<file path="src/design/lpdi_pkg.sv">
// Shared types and constants for the LED panel driver init sequencer.
`timescale 1ns / 1ps

package lpdi_pkg;

  localparam int MaxRow   = 4096;
  localparam int MinRow   = 16;
  localparam int ColWidth = 13;
  localparam int WordBits = 16;

  typedef logic [ColWidth-1:0] col_t;
  typedef logic [WordBits-1:0] word_t;
  typedef logic [1:0]          kind_t;
  typedef logic [1:0]          cfg_idx_t;

  localparam kind_t KindPlain = 2'd0;
  localparam kind_t KindFm    = 2'd1;
  localparam kind_t KindDp    = 2'd2;
  localparam kind_t KindMbi   = 2'd3;

  localparam cfg_idx_t CfgKind   = 2'd0;
  localparam cfg_idx_t CfgRow    = 2'd1;
  localparam cfg_idx_t CfgFirst  = 2'd2;
  localparam cfg_idx_t CfgSecond = 2'd3;

  // Result tdata bit positions
  localparam int OutData   = 0;
  localparam int OutLatch  = 1;
  localparam int OutEnN    = 2;
  localparam int OutClk    = 3;
  localparam int OutBusy   = 4;
  localparam int OutEdge   = 5;

endpackage

</file>
<file path="src/design/led_panel_driver_init_sequencer.sv">
// Top level: LED panel scan-driver configuration sequencer.
// Each input transaction's result is computed combinationally and captured in the output register on acceptance.
// Throughput: one tick per cycle unless the output stalls; the next state and result come from one pass of
//   logic behind the result register, which frees whenever its transaction completes.
// Reset: synchronous; sequencer returns to idle, latch, enable and edge flags clear,
//   registers take their defaults (FM kind, 64-pixel rows, words 2016 and 64).
`timescale 1ns / 1ps

module led_panel_driver_init_sequencer (
  input  logic        clk,
  input  logic        rst,
  input  logic        s_axis_tvalid,
  output logic        s_axis_tready,
  input  logic [7:0]  s_axis_tdata,   // [0] start_req
  output logic        m_axis_tvalid,
  input  logic        m_axis_tready,
  output logic [7:0]  m_axis_tdata,   // [0] data_level [1] latch_level [2] enable_n
                                      // [3] clock_pulse [4] busy_res [5] positive_edge
  output logic        m_axis_tlast,   // done_res
  input  logic        cfg_valid,
  output logic        cfg_ready,
  input  logic [1:0]  cfg_index,
  input  logic [15:0] cfg_data
);

  localparam logic [3:0] PhIdle    = 4'd0;
  localparam logic [3:0] PhFmW1    = 4'd1;
  localparam logic [3:0] PhFmW2    = 4'd2;
  localparam logic [3:0] PhFmBlank = 4'd3;
  localparam logic [3:0] PhFmLatch = 4'd4;
  localparam logic [3:0] PhFmFinal = 4'd5;
  localparam logic [3:0] PhDpBlk1  = 4'd6;
  localparam logic [3:0] PhDpW1    = 4'd7;
  localparam logic [3:0] PhDpW2    = 4'd8;
  localparam logic [3:0] PhDpExtra = 4'd9;
  localparam logic [3:0] PhDpBlk2  = 4'd10;
  localparam logic [3:0] PhDpFinal = 4'd11;

  localparam int          CW      = lpdi_pkg::ColWidth;
  localparam logic [CW:0] MaxRowW = (CW+1)'(lpdi_pkg::MaxRow);
  localparam logic [CW:0] MinRowW = (CW+1)'(lpdi_pkg::MinRow);

  lpdi_pkg::kind_t  driver_kind;
  lpdi_pkg::col_t   row_pixels;
  lpdi_pkg::word_t  first_word;
  lpdi_pkg::word_t  second_word;

  logic [3:0]       phase, phase_next;
  lpdi_pkg::col_t   column, column_next;
  logic             latch_reg, latch_reg_next;
  logic             enable_n_reg, enable_n_reg_next;
  logic             edge_flag, edge_flag_next;

  logic             in_fire, cfg_fire, start;
  logic [3:0]       cur;
  lpdi_pkg::col_t   col, col_inc, p, pm1;
  logic [CW:0]      rp_w, col_w;
  logic             row_end;
  logic             data_o, clk_o, busy_o, done_o;

  assign s_axis_tready = !m_axis_tvalid || m_axis_tready;
  assign in_fire       = s_axis_tvalid && s_axis_tready;
  assign cfg_ready     = 1'b1;
  assign cfg_fire      = cfg_valid && cfg_ready;
  assign start         = s_axis_tdata[0];

  // Clamp row length
  always_comb begin
    rp_w = {1'b0, row_pixels};
    if (rp_w < MinRowW) begin
      p = CW'(MinRowW);
    end else if (rp_w > MaxRowW) begin
      p = CW'(MaxRowW);
    end else begin
      p = row_pixels;
    end
  end

  assign pm1 = p - CW'(1);

  always_comb begin
    cur               = phase;
    col               = column;
    phase_next        = phase;
    column_next       = column;
    latch_reg_next    = latch_reg;
    enable_n_reg_next = enable_n_reg;
    edge_flag_next    = edge_flag;
    data_o            = 1'b0;
    clk_o             = 1'b0;
    busy_o            = 1'b0;
    done_o            = 1'b0;

    if (phase == PhIdle && start) begin
      if (driver_kind == lpdi_pkg::KindFm) begin
        cur               = PhFmW1;
        col               = '0;
        column_next       = '0;
        enable_n_reg_next = 1'b1;
      end else if (driver_kind == lpdi_pkg::KindDp) begin
        cur               = PhDpBlk1;
        col               = '0;
        column_next       = '0;
        enable_n_reg_next = 1'b1;
        edge_flag_next    = 1'b1;
      end else begin
        if (driver_kind == lpdi_pkg::KindMbi) begin
          edge_flag_next = 1'b1;
        end
        latch_reg_next = 1'b0;
        busy_o         = 1'b1;
        done_o         = 1'b1;
      end
    end

    col_inc = col + CW'(1);
    col_w   = {1'b0, col};
    row_end = col_inc >= p;

    if (cur != PhIdle) begin
      busy_o     = 1'b1;
      clk_o      = 1'b1;
      phase_next = cur;
      unique case (cur) inside
        PhFmW1, PhDpW1: begin
          data_o         = first_word[4'd15 - col[3:0]];
          latch_reg_next = (col_w + (CW+1)'(11)) >= {1'b0, p};
          column_next    = row_end ? '0 : col_inc;
          if (row_end) begin
            phase_next = (cur == PhFmW1) ? PhFmW2 : PhDpW2;
          end
        end
        PhFmW2, PhDpW2: begin
          data_o         = second_word[4'd15 - col[3:0]];
          latch_reg_next = (col_w + (CW+1)'(12)) >= {1'b0, p};
          column_next    = row_end ? '0 : col_inc;
          if (row_end) begin
            phase_next = (cur == PhFmW2) ? PhFmBlank : PhDpExtra;
          end
        end
        PhFmBlank: begin
          latch_reg_next = 1'b0;
          column_next    = row_end ? '0 : col_inc;
          if (row_end) begin
            phase_next = PhFmLatch;
          end
        end
        PhFmLatch: begin
          latch_reg_next = 1'b1;
          phase_next     = PhFmFinal;
        end
        PhDpBlk1, PhDpBlk2: begin
          latch_reg_next = (col_w + (CW+1)'(3)) >= {1'b0, p};
          column_next    = row_end ? '0 : col_inc;
          if (row_end) begin
            phase_next = (cur == PhDpBlk1) ? PhDpW1 : PhDpFinal;
          end
        end
        PhDpExtra: begin
          data_o         = second_word[4'd15 - pm1[3:0]];
          latch_reg_next = 1'b0;
          phase_next     = PhDpBlk2;
        end
        default: begin
          latch_reg_next    = 1'b0;
          enable_n_reg_next = 1'b0;
          done_o            = 1'b1;
          phase_next        = PhIdle;
          column_next       = '0;
        end
      endcase
    end
  end

  // Configuration registers
  always_ff @(posedge clk) begin
    if (rst) begin
      driver_kind <= lpdi_pkg::KindFm;
      row_pixels  <= lpdi_pkg::col_t'(64);
      first_word  <= lpdi_pkg::word_t'(2016);
      second_word <= lpdi_pkg::word_t'(64);
    end else if (cfg_fire) begin
      unique case (cfg_index)
        lpdi_pkg::CfgKind:   driver_kind <= cfg_data[1:0];
        lpdi_pkg::CfgRow:    row_pixels  <= cfg_data[CW-1:0];
        lpdi_pkg::CfgFirst:  first_word  <= cfg_data;
        lpdi_pkg::CfgSecond: second_word <= cfg_data;
        default: ;
      endcase
    end
  end

  // Sequencer state and result register
  always_ff @(posedge clk) begin
    if (rst) begin
      phase         <= PhIdle;
      column        <= '0;
      latch_reg     <= 1'b0;
      enable_n_reg  <= 1'b0;
      edge_flag     <= 1'b0;
      m_axis_tvalid <= 1'b0;
    end else if (in_fire) begin
      phase         <= phase_next;
      column        <= column_next;
      latch_reg     <= latch_reg_next;
      enable_n_reg  <= enable_n_reg_next;
      edge_flag     <= edge_flag_next;
      m_axis_tvalid <= 1'b1;
    end else if (m_axis_tready) begin
      m_axis_tvalid <= 1'b0;
    end
  end

  always_ff @(posedge clk) begin
    if (in_fire) begin
      m_axis_tdata <= {2'b00, edge_flag_next, busy_o, clk_o, enable_n_reg_next,
                       latch_reg_next, data_o};
      m_axis_tlast <= done_o;
    end
  end

endmodule

</file>
<file path="config.mk">
export PLATFORM = sky130hd
export DESIGN_NAME = led_panel_driver_init_sequencer
export DESIGN_NICKNAME = d
export VERILOG_FILES = /design/src/design/lpdi_pkg.sv /design/src/design/led_panel_driver_init_sequencer.sv
export SDC_FILE = /design/constraint.sdc
export NUM_CORES = 1
export LEC_CHECK = 0
export BUFFER_PORTS_ARGS = -buffer_cell sky130_fd_sc_hd__buf_2
export CORE_MARGIN = 4
export CORE_UTILIZATION = 45
export CTS_CLUSTER_DIAMETER = 80
export DETAILED_ROUTE_END_ITERATION = 16
export HOLD_SLACK_MARGIN = 0.06
export PLACE_DENSITY = 0.64
export SYNTH_ARGS = -nofsm -noshare
export SYNTH_HDL_FRONTEND = slang
export SYNTH_SLANG_ARGS = --single-unit
</file>
<file path="constraint.sdc">
create_clock -name clk -period 5.34 [get_ports clk]
set_input_delay 1.068 -clock clk [delete_from_list [all_inputs] [get_ports clk]]
set_output_delay 1.068 -clock clk [all_outputs]
set_load 0.05 [all_outputs]
</file>
==> out/results.tsv <==
stage	metric	value	unit
clock_network	clk sinks	75	
floorplanning	initial core utilization	0.463	
cells_and_area	Filler cells	1220	
floorplanning	DIE WIDTH	120	um
cells_and_area	Syn-to-layout area delta	9.87	%
clock_network	CTS Buf Count	9	
route	WL final	14800	um
placed_design	final RePlAce weighted congestion	0.876	
cells_and_area	Multi-input gate area	3740	sq um
timing	final setup fails	0	
synthesis	Synth cell types	65	
global_routing	remaining global-route overflow	0	
clock_network	setup bufs post-CTS	0	
route	1st-pass router iterations	5	
timing	hold violation total from the final report	0	
placed_design	Placed Cells	890	
pwr	leak pwr	0.00242	uW
route	via count	5171	
clock_network	clock slew seen by the registers of the worst setup and hold paths	60	ps
timing	TNS Setup	0	ps
synthesis	Async S/R FF share, synth	0	
route	Via density	5.71	
floorplanning	placement row count	40	
worst_setup_path	Crit. End Element	flop	
timing	Max-slew headroom	0.240	
floorplanning	num ports	43	
synthesis	most area-consuming cells after synthesis	dfxtp_1 24%, ha_1 12%, nand2_1 9.6%	
synthesis	Avg Cell Area, Syn	7.73	sq um
synthesis	#FFs+latches synth	75	
clock_network	CTS Root Buffer Type	clkbuf_16	
timing	clk_skew	7.23	ps
pwr	total power	1460	uW
floorplanning	Core Area	12100	sq um
worst_setup_path	crit path launch type	input pin	
worst_setup_path	worst path required time	5610	ps
clock_network	post-CTS sizing	0	
pwr	worst vdd rail ir drop	0.188	mV
synthesis	Synth top cells by count	143 x nand2_1, 71 x a21oi_1, 68 x dfxtp_1, 57 x nor2_1, 55 x ha_1	
timing	Min Clock Period, post-route	4610	ps
global_routing	largest net degree at the start of global routing	60	
floorplanning	die height	120	um
global_routing	Total GRT Usage	0.212	
run_status	status	completed	
cells_and_area	share of layout cells above drive strength 1	0.108	
synthesis	YS warnings	0	
cells_and_area	Inserted Diodes	0	
synthesis	Post-Syn Area	5600	sq um
floorplanning	Die Footprint	14300	sq um
cells_and_area	Seq. cell area	1570	sq um
global_routing	vias in the first global route	4861	
synthesis	register area share after synthesis	0.280	
synthesis	post-synth top area cell	dfxtp_1	
hold_path	Hold Crit Class	flop to flop	
synthesis	EDFF count, synth	7	
placed_design	pre-CTS setup slack	454	ps
timing	Worst-Margin Slew	1140	ps
timing	Final WS setup	725	ps
placed_design	placed wire-length estimate	11100	um
timing	maximum clock frequency	217	MHz
synthesis	count leader, synth	nand2_1	
synthesis	cell count after synthesis	725	
timing	unrepaired setup endpoints after global routing	false	
timing	fin. max-slew vios	0	
cells_and_area	non-filler instance count after layout	906	
clock_network	CTS tree	yes	
worst_setup_path	Critical Path AT	4880	ps
route	drt wl/cell	16.4	um
placed_design	Buffers on Ports	32	
clock_network	hold_buf cts	0	
route	Routed Antenna Nets	0	
worst_setup_path	largest fanout on the critical path	7	
clock_network	CTS max path bufs	2	
synthesis	Synth Flop Type	dfxtp_1	
cells_and_area	Final nets	819	
global_routing	first-pass GRT wire length	24600	um
pwr	Power Density	237	nW/um^2
cells_and_area	Regs by FF count	first_word (16), second_word (16)	
cells_and_area	fin util	0.508	
job	# Max-Cap Violations	0	
route	initial DRC count	369	
synthesis	Synth top area share	0.243	
global_routing	initial antenna violation count	0	
clock_network	clk_lat worst skew	350	ps
worst_setup_path	kind of critical path	input pin to flop	
clock_network	H-tree depth	3	
route	DRC viols	0	
timing	period utilization	0.864	
## final timing paths
| kind | from | end | slack, ps | cells past startpoint |
|---|---|---|---|---|
| setup / recovery | s_axis_tdata[0] | column[0] | 730 | 18 |
| setup reg to reg | phase[0] | column[0] | 780 | 17 |
| hold / removal | first_word[1] | first_word[1] | 460 | 2 |
| hold reg to reg | first_word[1] | first_word[1] | 460 | 2 |
## cell type report
class | count | area share
timing repair buffer | 44 | 0.0406
clock inverter | 7 | 0.0132
sequential | 75 | 0.255
multi-input combinational | 582 | 0.607
tap | 168 | 0.0341
clock buffer | 9 | 0.0366
inverter | 21 | 0.0128
## where the power goes
group          total [uW]  internal [uW]  switching (uW)  leakage, uW
registers             605            589            15.8     0.000622
logic                 215           73.1             142      0.00165
clock network         637            371             266     0.000155
## per-stage QoR
stage          hold slack [ps]  instance area [sq um]
6_report                   462                   6160
4_1_cts                    459                   6160
3_5_place_dp               449                   5850
3_3_place_gp               439                   5850
5_1_grt                    475                   6160
2_1_floorplan              432                   5610
## cells by family after synthesis
logic type	count (synthesis)	synth area share
AO/OA/AOI/OAI	161	0.179
XOR/XNOR	41	0.0641
adder cells (fa/ha/maj)	55	0.123
buffers and inverters	69	0.0529
flip-flops	75	0.280
multiplexers	20	0.0478
other	2	0.00134
AND/OR/NAND/NOR	302	0.251
## cell usage in the layout, fill, tap and decap left out, types with 5 or more instances in the layout
cell type    n
xnor2_1     13
a21oi_1     71
nor2_1      57
nor3_1      15
edfxtp_1     7
nand4_1      8
a22o_1      11
a21o_1       9
buf_4       12
and4_1       5
mux4_2       5
ha_1        55
mux2i_1     11
or3_1        5
a211oi_1     6
nand3b_1     9
dfxtp_1     68
nand2_1    143
nand3_1     21
clkbuf_16    9
inv_1       19
nand2b_1     5
o21ai_0     24
nor2b_1     11
buf_2       32
xor2_1      28
## per-layer routing
metal  track usage  vias up  wire (um)
met2         0.358      145       7150
li1              -     2561          -
met1         0.279     2441       6490
met4        0.0594        0        277
met5             0        -          0
met3        0.0335       24        890
## critical path, stage by stage
cell,delay [ps]
buf_2,120
inv_1,120
nor3_1,380
o21ai_1,180
nand2_1,170
inv_1,80
ha_1,210
buf_4,170
xnor2_1,190
ha_1,280
a21o_1,190
a21o_1,170
a221oi_1,500
o211ai_2,270
nor4_2,400
buf_4,200
inv_1,40
o22ai_1,130
No activity file was read; power rests on OpenSTA's default activity.
